===== config.mk =====
export PLATFORM = sky130hd
export DESIGN_NAME = lru_cache_with_ttl
export DESIGN_NICKNAME = d
export VERILOG_FILES = /design/src/rtl/lct_pkg.sv /design/src/rtl/lct_ctrl.sv /design/src/rtl/lct_dpath.sv /design/src/rtl/lru_cache_with_ttl.sv
export VERILOG_INCLUDE_DIRS = /design/src /design/src/rtl
export SDC_FILE = /design/constraint.sdc
export NUM_CORES = 2
export LEC_CHECK = 0
export BUFFER_PORTS_ARGS = -buffer_cell sky130_fd_sc_hd__buf_2
export CORE_MARGIN = 2
export CORE_UTILIZATION = 55
export DETAILED_ROUTE_END_ITERATION = 8
export PLACE_DENSITY = 0.72
export SYNTH_ARGS = -nofsm -noshare
export SYNTH_HDL_FRONTEND = slang
export SYNTH_SLANG_ARGS = --single-unit

===== constraint.sdc =====
create_clock -name clk -period 9.25 [get_ports clk]
set_input_delay 1.85 -clock clk [delete_from_list [all_inputs] [get_ports clk]]
set_output_delay 1.85 -clock clk [all_outputs]
set_load 0.01 [all_outputs]

===== src/rtl/lru_cache_with_ttl_assert.svh =====
// Assertion macros shared by the cache RTL.
// Expects signals named clk and arst_n in the including scope.
`ifndef LRU_CACHE_WITH_TTL_ASSERT_SVH
`define LRU_CACHE_WITH_TTL_ASSERT_SVH

// Consequent must hold in the same cycle as the antecedent.
`define LCT_ASSERT_IMP(lbl, ante, cons, msg) \
	lbl: assert property (@(posedge clk) disable iff (!arst_n) (ante) |-> (cons)) \
		else $error(msg);

// Consequent must hold in the cycle after the antecedent.
`define LCT_ASSERT_NXT(lbl, ante, cons, msg) \
	lbl: assert property (@(posedge clk) disable iff (!arst_n) (ante) |=> (cons)) \
		else $error(msg);

`endif


===== src/rtl/lct_pkg.sv =====
// Shared types and codes for the LRU cache with expiry.
// No dependencies; used by lct_ctrl, lct_dpath and lru_cache_with_ttl.
`timescale 1ns / 1ps

package lct_pkg;

	localparam int CAP_W = 5;
	localparam logic [CAP_W-1:0] CAP_RESET = 5'd16;

	typedef enum logic [1:0] {
		CMD_GET    = 2'd0,
		CMD_PUT    = 2'd1,
		CMD_REMOVE = 2'd2,
		CMD_TICK   = 2'd3
	} cmd_t;

	localparam logic [3:0] ST_MISS     = 4'd0;
	localparam logic [3:0] ST_HIT      = 4'd1;
	localparam logic [3:0] ST_EXPIRED  = 4'd2;
	localparam logic [3:0] ST_INSERTED = 4'd3;
	localparam logic [3:0] ST_UPDATED  = 4'd4;
	localparam logic [3:0] ST_EVICTED  = 4'd5;
	localparam logic [3:0] ST_REMOVED  = 4'd6;
	localparam logic [3:0] ST_ABSENT   = 4'd7;
	localparam logic [3:0] ST_TICKED   = 4'd8;

	typedef struct packed {
		logic [1:0]  command;
		logic [31:0] key;
		logic [31:0] value_in;
		logic [15:0] ttl_seconds;
	} req_t;

	typedef struct packed {
		logic [3:0]  status;
		logic [31:0] value_out;
		logic [31:0] evicted_key;
	} rsp_t;

	typedef enum logic [1:0] {
		RM_NONE,
		RM_DEC,
		RM_PROMOTE,
		RM_INC
	} rank_mode_t;

	typedef enum logic [2:0] {
		S_IDLE,
		S_SEARCH,
		S_DECIDE,
		S_RANK,
		S_COMMIT,
		S_RESP
	} state_t;

	typedef struct packed {
		logic idle;
		logic start;
		logic sweep;
		logic rank_phase;
		logic decide;
		logic commit;
		logic respond;
	} ctl_t;

	typedef struct packed {
		logic req_valid;
		logic req_tick;
		logic sweep_done;
		logic need_rank;
		logic out_free;
	} stat_t;

endpackage


===== src/rtl/lct_ctrl.sv =====
// Sequencer for the cache: search sweep, decision, rank sweep, commit, reply.
// Depends on lct_pkg.
`timescale 1ns / 1ps

module lct_ctrl (
	input  logic           clk,
	input  logic           arst_n,
	input  lct_pkg::stat_t st,
	output lct_pkg::ctl_t  ctl
);
	import lct_pkg::*;

	state_t state_q;
	state_t state_nxt;

	always_ff @(posedge clk or negedge arst_n) begin
		if (!arst_n) begin
			state_q <= S_IDLE;
		end else begin
			state_q <= state_nxt;
		end
	end

	always_comb begin
		state_nxt = state_q;
		ctl = '0;
		case (state_q)
			S_IDLE: begin
				ctl.idle = 1'b1;
				if (st.req_valid) begin
					ctl.start = 1'b1;
					// a tick touches no entry: skip the search
					state_nxt = st.req_tick ? S_DECIDE : S_SEARCH;
				end
			end
			S_SEARCH: begin
				ctl.sweep = 1'b1;
				if (st.sweep_done) begin
					state_nxt = S_DECIDE;
				end
			end
			S_DECIDE: begin
				ctl.decide = 1'b1;
				state_nxt = st.need_rank ? S_RANK : S_COMMIT;
			end
			S_RANK: begin
				ctl.sweep = 1'b1;
				ctl.rank_phase = 1'b1;
				if (st.sweep_done) begin
					state_nxt = S_COMMIT;
				end
			end
			S_COMMIT: begin
				ctl.commit = 1'b1;
				state_nxt = S_RESP;
			end
			S_RESP: begin
				ctl.respond = 1'b1;
				if (st.out_free) begin
					state_nxt = S_IDLE;
				end
			end
			default: begin
				state_nxt = S_IDLE;
			end
		endcase
	end

endmodule


===== src/rtl/lct_dpath.sv =====
// Datapath for the cache: entry memories, valid bits, sweep pipeline,
// decision logic, capacity register and reply register. Depends on lct_pkg.
`timescale 1ns / 1ps

module lct_dpath #(
	parameter int ENTRIES    = 16,
	parameter int KEY_BITS   = 32,
	parameter int VALUE_BITS = 32,
	parameter int TIME_BITS  = 32
) (
	input  logic           clk,
	input  logic           arst_n,
	input  lct_pkg::ctl_t  ctl,
	output lct_pkg::stat_t st,
	input  logic           req_valid,
	input  lct_pkg::req_t  req,
	output logic           rsp_valid,
	input  logic           rsp_stall,
	output lct_pkg::rsp_t  rsp,
	input  logic           psel,
	input  logic           penable,
	input  logic           pwrite,
	input  logic [31:0]    pwdata,
	output logic [31:0]    prdata,
	output logic           pready
);
	import lct_pkg::*;

	localparam int IW = $clog2(ENTRIES);
	localparam int CW = $clog2(ENTRIES + 1);
	localparam int KW = (KEY_BITS < 32) ? KEY_BITS : 32;
	localparam int VW = (VALUE_BITS < 32) ? VALUE_BITS : 32;

	typedef struct packed {
		logic [KW-1:0]        key;
		logic [VW-1:0]        value;
		logic [TIME_BITS-1:0] expiry;
	} kv_t;

	kv_t                  kv_mem [ENTRIES];
	logic [IW-1:0]        rank_mem [ENTRIES];

	logic [CAP_W-1:0]     cap_q;
	logic [TIME_BITS-1:0] time_q;
	req_t                 req_q;
	logic [ENTRIES-1:0]   valid_q;
	logic [CW-1:0]        idx_q;

	logic                 rd_vld_s1;
	logic [IW-1:0]        rd_idx_s1;
	kv_t                  kv_s1;
	logic [IW-1:0]        rank_s1;

	logic [CW-1:0]        cnt_q;
	logic                 hit_q;
	logic [IW-1:0]        hit_idx_q;
	logic [IW-1:0]        hit_rank_q;
	logic [VW-1:0]        hit_val_q;
	logic [TIME_BITS-1:0] hit_exp_q;
	logic                 vic_found_q;
	logic [IW-1:0]        vic_idx_q;
	logic [IW-1:0]        vic_rank_q;
	logic [KW-1:0]        vic_key_q;
	logic                 free_found_q;
	logic [IW-1:0]        free_idx_q;

	rank_mode_t           mode_q;
	logic [IW-1:0]        r_q;
	logic [IW-1:0]        s_q;
	logic                 kvwr_q;
	logic                 new_q;
	logic [IW-1:0]        widx_q;
	logic [TIME_BITS-1:0] exp_q;
	rsp_t                 rsp_n_q;
	rsp_t                 rsp_q;
	logic                 rsp_valid_q;

	logic                 issue;
	logic [IW-1:0]        raddr;
	logic                 v1;
	logic                 out_free;
	logic [KW-1:0]        req_key;
	logic [VW-1:0]        req_val;

	// decision outputs
	logic [3:0]           d_status;
	logic [VW-1:0]        d_vout;
	logic [KW-1:0]        d_ekey;
	rank_mode_t           d_mode;
	logic [IW-1:0]        d_r;
	logic                 d_clr;
	logic [IW-1:0]        d_clr_idx;
	logic                 d_kvwr;
	logic                 d_new;
	logic [IW-1:0]        d_widx;
	logic [TIME_BITS-1:0] d_exp;

	// rank sweep write
	logic                 rk_w;
	logic [IW-1:0]        rk_new;
	logic                 rank_we;
	logic [IW-1:0]        rank_wa;
	logic [IW-1:0]        rank_wd;

	assign req_key  = req_q.key[KW-1:0];
	assign req_val  = req_q.value_in[VW-1:0];
	assign issue    = ctl.sweep && (idx_q != CW'(ENTRIES));
	assign raddr    = idx_q[IW-1:0];
	assign v1       = valid_q[rd_idx_s1];
	assign out_free = !rsp_valid_q || !rsp_stall;

	assign st.req_valid  = req_valid;
	assign st.req_tick   = (req.command == CMD_TICK);
	assign st.sweep_done = ctl.sweep && (idx_q == CW'(ENTRIES)) && !rd_vld_s1;
	assign st.need_rank  = (d_mode != RM_NONE);
	assign st.out_free   = out_free;

	assign rsp       = rsp_q;
	assign rsp_valid = rsp_valid_q;
	assign prdata    = 32'(cap_q);
	assign pready    = 1'b1;

	// memories
	always_ff @(posedge clk) begin
		if (issue) begin
			kv_s1     <= kv_mem[raddr];
			rank_s1   <= rank_mem[raddr];
			rd_idx_s1 <= raddr;
		end
		if (ctl.commit && kvwr_q) begin
			kv_mem[widx_q] <= '{key: req_key, value: req_val, expiry: exp_q};
		end
		if (rank_we) begin
			rank_mem[rank_wa] <= rank_wd;
		end
	end

	// new rank of the entry coming out of the sweep pipeline
	always_comb begin
		rk_w = 1'b0;
		rk_new = rank_s1;
		case (mode_q)
			RM_DEC: begin
				if (rank_s1 > r_q) begin
					rk_w = 1'b1;
					rk_new = rank_s1 - IW'(1);
				end
			end
			RM_PROMOTE: begin
				if (rd_idx_s1 == s_q) begin
					rk_w = 1'b1;
					rk_new = '0;
				end else if (rank_s1 < r_q) begin
					rk_w = 1'b1;
					rk_new = rank_s1 + IW'(1);
				end
			end
			RM_INC: begin
				rk_w = 1'b1;
				rk_new = rank_s1 + IW'(1);
			end
			default: begin
				rk_w = 1'b0;
			end
		endcase
		rk_w = rk_w && rd_vld_s1 && ctl.rank_phase && v1;

		rank_we = rk_w || (ctl.commit && new_q);
		rank_wa = rk_w ? rd_idx_s1 : widx_q;
		rank_wd = rk_w ? rk_new : '0;
	end

	// decision on the search results
	always_comb begin
		logic [TIME_BITS:0] sum;
		int unsigned        capi;
		logic               evict;

		sum = {1'b0, time_q} + (TIME_BITS + 1)'(req_q.ttl_seconds);
		d_exp = sum[TIME_BITS] ? '1 : sum[TIME_BITS-1:0];
		if (cap_q == '0) begin
			capi = 1;
		end else if (int'(cap_q) > ENTRIES) begin
			capi = ENTRIES;
		end else begin
			capi = int'(cap_q);
		end
		evict = (cnt_q != '0) && (int'(cnt_q) >= capi);

		d_status  = ST_MISS;
		d_vout    = '0;
		d_ekey    = '0;
		d_mode    = RM_NONE;
		d_r       = hit_rank_q;
		d_clr     = 1'b0;
		d_clr_idx = hit_idx_q;
		d_kvwr    = 1'b0;
		d_new     = 1'b0;
		d_widx    = hit_idx_q;
		case (req_q.command)
			CMD_GET: begin
				if (!hit_q) begin
					d_status = ST_MISS;
				end else if (time_q >= hit_exp_q) begin
					d_status = ST_EXPIRED;
					d_clr = 1'b1;
					d_mode = RM_DEC;
				end else begin
					d_status = ST_HIT;
					d_vout = hit_val_q;
					d_mode = RM_PROMOTE;
				end
			end
			CMD_PUT: begin
				d_kvwr = 1'b1;
				if (hit_q) begin
					d_status = ST_UPDATED;
					d_mode = RM_PROMOTE;
				end else begin
					d_new = 1'b1;
					d_mode = RM_INC;
					if (evict) begin
						d_status = ST_EVICTED;
						d_ekey = vic_key_q;
						d_clr = 1'b1;
						d_clr_idx = vic_idx_q;
						// the freed victim slot may be the lowest free one
						d_widx = (!free_found_q || vic_idx_q < free_idx_q) ?
							vic_idx_q : free_idx_q;
					end else begin
						d_status = ST_INSERTED;
						d_widx = free_idx_q;
					end
				end
			end
			CMD_REMOVE: begin
				if (hit_q) begin
					d_status = ST_REMOVED;
					d_clr = 1'b1;
					d_mode = RM_DEC;
				end else begin
					d_status = ST_ABSENT;
				end
			end
			default: begin
				d_status = ST_TICKED;
			end
		endcase
		if (!ctl.decide) begin
			d_mode = RM_NONE;
		end
	end

	// payload registers of the current item
	always_ff @(posedge clk) begin
		if (ctl.start) begin
			req_q <= req;
		end
		if (rd_vld_s1 && !ctl.rank_phase && v1) begin
			if (kv_s1.key == req_key) begin
				hit_idx_q  <= rd_idx_s1;
				hit_rank_q <= rank_s1;
				hit_val_q  <= kv_s1.value;
				hit_exp_q  <= kv_s1.expiry;
			end
			if (!vic_found_q || rank_s1 > vic_rank_q) begin
				vic_idx_q  <= rd_idx_s1;
				vic_rank_q <= rank_s1;
				vic_key_q  <= kv_s1.key;
			end
		end
		if (rd_vld_s1 && !ctl.rank_phase && !v1 && !free_found_q) begin
			free_idx_q <= rd_idx_s1;
		end
		if (ctl.decide) begin
			mode_q  <= d_mode;
			r_q     <= d_r;
			s_q     <= hit_idx_q;
			kvwr_q  <= d_kvwr;
			new_q   <= d_new;
			widx_q  <= d_widx;
			exp_q   <= d_exp;
			rsp_n_q <= '{status: d_status, value_out: 32'(d_vout),
				evicted_key: 32'(d_ekey)};
		end
		if (ctl.respond && out_free) begin
			rsp_q <= rsp_n_q;
		end
	end

	// control state
	always_ff @(posedge clk or negedge arst_n) begin
		if (!arst_n) begin
			cap_q        <= CAP_RESET;
			time_q       <= '0;
			valid_q      <= '0;
			idx_q        <= '0;
			rd_vld_s1    <= 1'b0;
			cnt_q        <= '0;
			hit_q        <= 1'b0;
			vic_found_q  <= 1'b0;
			free_found_q <= 1'b0;
			rsp_valid_q  <= 1'b0;
		end else begin
			if (psel && penable && pwrite) begin
				cap_q <= pwdata[CAP_W-1:0];
			end
			rd_vld_s1 <= issue;
			if (issue) begin
				idx_q <= idx_q + CW'(1);
			end
			if (ctl.start) begin
				idx_q        <= '0;
				cnt_q        <= '0;
				hit_q        <= 1'b0;
				vic_found_q  <= 1'b0;
				free_found_q <= 1'b0;
			end
			if (rd_vld_s1 && !ctl.rank_phase) begin
				if (v1) begin
					cnt_q <= cnt_q + CW'(1);
					vic_found_q <= 1'b1;
					if (kv_s1.key == req_key) begin
						hit_q <= 1'b1;
					end
				end else begin
					free_found_q <= 1'b1;
				end
			end
			if (ctl.decide) begin
				idx_q <= '0;
				if (d_clr) begin
					valid_q[d_clr_idx] <= 1'b0;
				end
				// saturate the seconds counter
				if (req_q.command == CMD_TICK && time_q != '1) begin
					time_q <= time_q + TIME_BITS'(1);
				end
			end
			if (ctl.commit && new_q) begin
				valid_q[widx_q] <= 1'b1;
			end
			if (ctl.respond && out_free) begin
				rsp_valid_q <= 1'b1;
			end else if (rsp_valid_q && !rsp_stall) begin
				rsp_valid_q <= 1'b0;
			end
		end
	end

endmodule


===== src/rtl/lru_cache_with_ttl.sv =====
// Fully associative LRU cache with per-entry expiry: get, put, remove, tick.
// One request at a time. Get, put and remove sweep all ENTRIES slots once to
// search (one memory read a cycle; the last read lands and the pipeline
// drains), take a decision state, sweep again to re-rank when the recency
// order changes, then commit and load the reply register. A tick skips both
// sweeps. The reply state waits for the previous reply to leave. Capacity
// is written over the APB-style port, where every address decodes to it.
// The user writes it only while the block is idle; the block itself does not
// enforce this. Depends on lct_pkg, lct_ctrl, lct_dpath and
// lru_cache_with_ttl_assert.svh.
`timescale 1ns / 1ps
`include "lru_cache_with_ttl_assert.svh"

module lru_cache_with_ttl #(
	parameter int ENTRIES    = 16,
	parameter int KEY_BITS   = 32,
	parameter int VALUE_BITS = 32,
	parameter int TIME_BITS  = 32
) (
	input  logic          clk,
	input  logic          arst_n,
	input  logic          req_valid,
	output logic          req_stall,
	input  lct_pkg::req_t req,
	output logic          rsp_valid,
	input  logic          rsp_stall,
	output lct_pkg::rsp_t rsp,
	input  logic          psel,
	input  logic          penable,
	input  logic          pwrite,
	input  logic [1:0]    paddr,
	input  logic [31:0]   pwdata,
	output logic [31:0]   prdata,
	output logic          pready
);
	import lct_pkg::*;

	ctl_t  ctl;
	stat_t st;
	logic  cfg_hit;

	// single register: every address decodes to capacity
	assign cfg_hit = (paddr == paddr);

	lct_ctrl u_ctrl (
		.clk    (clk),
		.arst_n (arst_n),
		.st     (st),
		.ctl    (ctl)
	);

	lct_dpath #(
		.ENTRIES    (ENTRIES),
		.KEY_BITS   (KEY_BITS),
		.VALUE_BITS (VALUE_BITS),
		.TIME_BITS  (TIME_BITS)
	) u_dpath (
		.clk       (clk),
		.arst_n    (arst_n),
		.ctl       (ctl),
		.st        (st),
		.req_valid (req_valid),
		.req       (req),
		.rsp_valid (rsp_valid),
		.rsp_stall (rsp_stall),
		.rsp       (rsp),
		.psel      (psel && cfg_hit),
		.penable   (penable),
		.pwrite    (pwrite),
		.pwdata    (pwdata),
		.prdata    (prdata),
		.pready    (pready)
	);

	assign req_stall = !ctl.idle;

	`LCT_ASSERT_NXT(a_one_item, req_valid && !req_stall, req_stall, "second beat taken mid-op")
	`LCT_ASSERT_NXT(a_reply_loaded, ctl.respond && st.out_free, rsp_valid, "reply not loaded")
	`LCT_ASSERT_IMP(a_status_range, rsp_valid, rsp.status <= ST_TICKED, "reply status out of range")

endmodule


==> flow_summary.yaml <==
run_status:
  outcome: "finished clean"
detailed_routing:
  dr.pass1.iters: 6
  drt_iter0_drc: 4518
  highest_layer: "met4"
  num_vias: 38174
  met1Wirelength_mm: 69.4
  drc: 0
  final_antenna_net_count: 0
  vias_per_cell: 6.27
  wire_per_inst_um: 29.2
  met3_wirelength_mm: 13.0
  routed-wl-met2_mm: 89.4
  wl_mm: 177
logic_synthesis:
  synth_edf_count: 2086
  synthXorXnorAreaFrac: 0.00873
  synthMuxAreaShare: 0.141
  synth_warnings: 0
  async_flop_share: 0.0329
  synth.area.top_cells: "edfxtp_1, mux4_2, dfrtp_1, ha_1, nand2_1"
  syn_inst: 3724
  syn_area_per_cell_um2: 22.1
  ys_types: 76
  synth_compound_area_frac: 0.0178
  yosysTopAreaCellShare: 0.761
  yosysSeqAreaShare: 0.783
  synth-main-ff-cell: "edfxtp_1"
  synth_top_family_by_area: "multiplexers"
  synthAdderAreaFrac: 0.0110
  yosysTopAreaCell: "edfxtp_1"
  synth_simple_gate_area_frac: 0.0258
  ys_seq_elements: 2157
  synth_area_mm2: 0.0823
worst_setup_path:
  crit_fanout: 20
  crit_path_end_kind: "flip-flop"
  critPathKind: "flip-flop to flip-flop"
  crit_arrival_ns: 4.53
  worstPathRequired_ns: 9.68
  startpoint_type: "flip-flop"
cells_and_area:
  final_cell_mix: "edfxtp_1, mux4_2, clkbuf_16"
  final_common_cell: "edfxtp_1"
  final_nets: 4187
  drive_gt1_frac: 0.249
  fillers: 9823
  syn2layout_area_growth_pct: 11.6
power_and_ir_drop:
  comb_power_share: 0.181
  seqPwrFrac: 0.488
  leakage_uw: 0.0298
  power_uw: 23700
  cell_internal_pwr_uw: 17900
  power_density_mw_per_mm2: 258
  p_sw_uw: 5840
  switching_share: 0.246
  p_clk_frac: 0.331
  ir_drop_mv: 0.265
clocking:
  ctsResizeCount: 0
  clk_pin_slew_ns: 0.06
  cts_tree: "built"
  clk_latency_ns: 0.84
  holdBufCountCts: 0
  cts_buffer_depth: 3
  clockRootBuffer: "clkbuf_16"
  numCtsBuffers: 200
  h-tree-depth: 4
  cts_setup_buffers: 0
  cts.sinks: 2157
flow_run:
  max_cap_viol_count: 0
global_route:
  grt_max_degree: 160
  grt-ovfl-total: 0
  grt_pass1_wl_mm: 258
  grt.total_usage: 0.235
  grt_pass1_vias: 38516
  antenna_found_initial: 2
placement:
  io_buffers: 168
  pre_cts_ws_ns: 4.72
  dpl.hpwl_mm: 84.2
  place_congestion: 0.837
timing:
  fmax_mhz: 244
  relSlewSlack: 0.113
  rsz0062_at_grt: "false"
  fin_crit_ns: 4.10
  hold_violations: 0
  fin_hold_ws_ns: 0.406
  final.setup.tns_ns: 0
  tightest_slew_ns: 1.32
  finalCritPeriodShare: 0.444
  fin_ws_ns: 5.15
  final-setup-viol-count: 0
  slew_violations: 0
  fin_worst_skew_ns: 0.0321
floorplanning:
  die_area_mm2: 0.153
  start_util: 0.555
  die_y_um: 391
  io_pins: 226
  row_count: 141
  die_w_um: 391
  core_mm2: 0.148
min_path:
  hp-class: "flip-flop to flip-flop"
## layer usage
layer	track usage	vias up
met5	0	-
met4	0.0827	0
met3	0.0385	311
met2	0.387	1738
met1	0.323	20186
li1	-	15939
## logic make-up (layout without fill, tap and decap cells)
group / count (synthesis) / after routing
multiplexers: 525 / 525
flip-flops: 2157 / 2157
other: 2 / 30
AO/OA/AOI/OAI: 216 / 216
AND/OR/NAND/NOR: 417 / 417
buffers and inverters: 253 / 657
XOR/XNOR: 82 / 82
adder cells (fa/ha/maj): 72 / 72
## flip-flops by register name (all words and copies together) (netlist names), 18 cells and up
register and cells:
u_dpath.kv_mem 1536, u_dpath.rsp_n_q 68, u_dpath.rank_mem 64, u_dpath.rsp 68
u_dpath.exp_q 32, u_dpath.hit_val_q 32, u_dpath.req_key 32, u_dpath.time_q 32
u_dpath.vic_key_q 32, u_dpath.req_q 18, u_dpath.hit_exp_q 32, u_dpath.req_val 32
u_dpath.kv_s1 96
## power groups by stage
stage / Clock (uW) / Combinational, uW / Sequential, uW
floorplan: 0 / 3580 / 11400
global placement: 0 / 4280 / 11800
detailed placement: 0 / 4330 / 11800
global route: 8330 / 4610 / 11600
finish: 7850 / 4300 / 11600
CTS: 7980 / 4380 / 11600
## final cells by class
class	instances	area, um^2	area share
clock buffers	261	5320	0.0579
inverters	76	293	0.00319
clock inverters	103	918	0.0100
repair buffers	217	1410	0.0154
flip-flops and latches	2157	64400	0.701
diodes	2	5.00	0.0000545
well taps	1930	2410	0.0263
multi-input cells	1340	17100	0.186
## critical path: stages, from the launching register on
cell	delay [ns]
edfxtp_1	0.55
ha_1	0.36
nor2b_1	0.13
o21a_1	0.15
o21a_1	0.24
o211a_1	0.24
a21oi_1	0.22
nand3_1	0.58
a21oi_1	1.23
## per-stage QoR
stage / cell area (um^2) / cells / util
after floorplan: 82400 / 3750 / -
after global placement: 85600 / 5720 / 0.578
after detailed placement: 85600 / 5720 / 0.578
after CTS: 91900 / 6084 / 0.620
after global routing: 91900 / 6084 / 0.620
final: 91900 / 6086 / 0.620
## Yosys cell counts (6+ instances only)
master / number
nand4_1: 22
mux2i_1: 9
and2_1: 41
buf_1: 34
nor4_1: 10
buf_2: 11
nand2b_1: 22
a21oi_1: 59
nor2_1: 69
nor2b_1: 13
xor2_1: 44
nand2_1: 112
xnor2_1: 38
o211a_1: 9
a31oi_1: 7
inv_1: 76
nor3_1: 20
a21o_1: 8
edfxtp_1: 2086
buf_4: 30
clkbuf_1: 100
and3_1: 47
o21ai_0: 43
o31ai_1: 14
dfrtp_1: 70
o211ai_1: 10
o21a_1: 8
mux4_2: 505
o32a_1: 6
mux2_2: 11
ha_1: 71
nand3_1: 38
## worst paths after layout
| check | startpoint | to | slack (ns) | depth (start not counted) |
|---|---|---|---|---|
| worst min register to register | u_dpath.kv_s1[14] | u_dpath.hit_exp_q[14] | 0.41 | 0 |
| worst max-delay path | u_dpath.rank_s1[1] | u_dpath.rank_mem[15][2] | 5.15 | 8 |
| max in group asynchronous | arst_n | u_dpath.idx_q[1] | 7.33 | 1 |
| worst min-delay path | u_dpath.kv_s1[14] | u_dpath.hit_exp_q[14] | 0.41 | 0 |
| worst max register to register | u_dpath.rank_s1[1] | u_dpath.rank_mem[15][2] | 5.15 | 8 |
| min in group asynchronous | arst_n | u_dpath.cap_q[0] | 1.18 | 1 |
No activity file was read; power rests on OpenSTA's default activity.
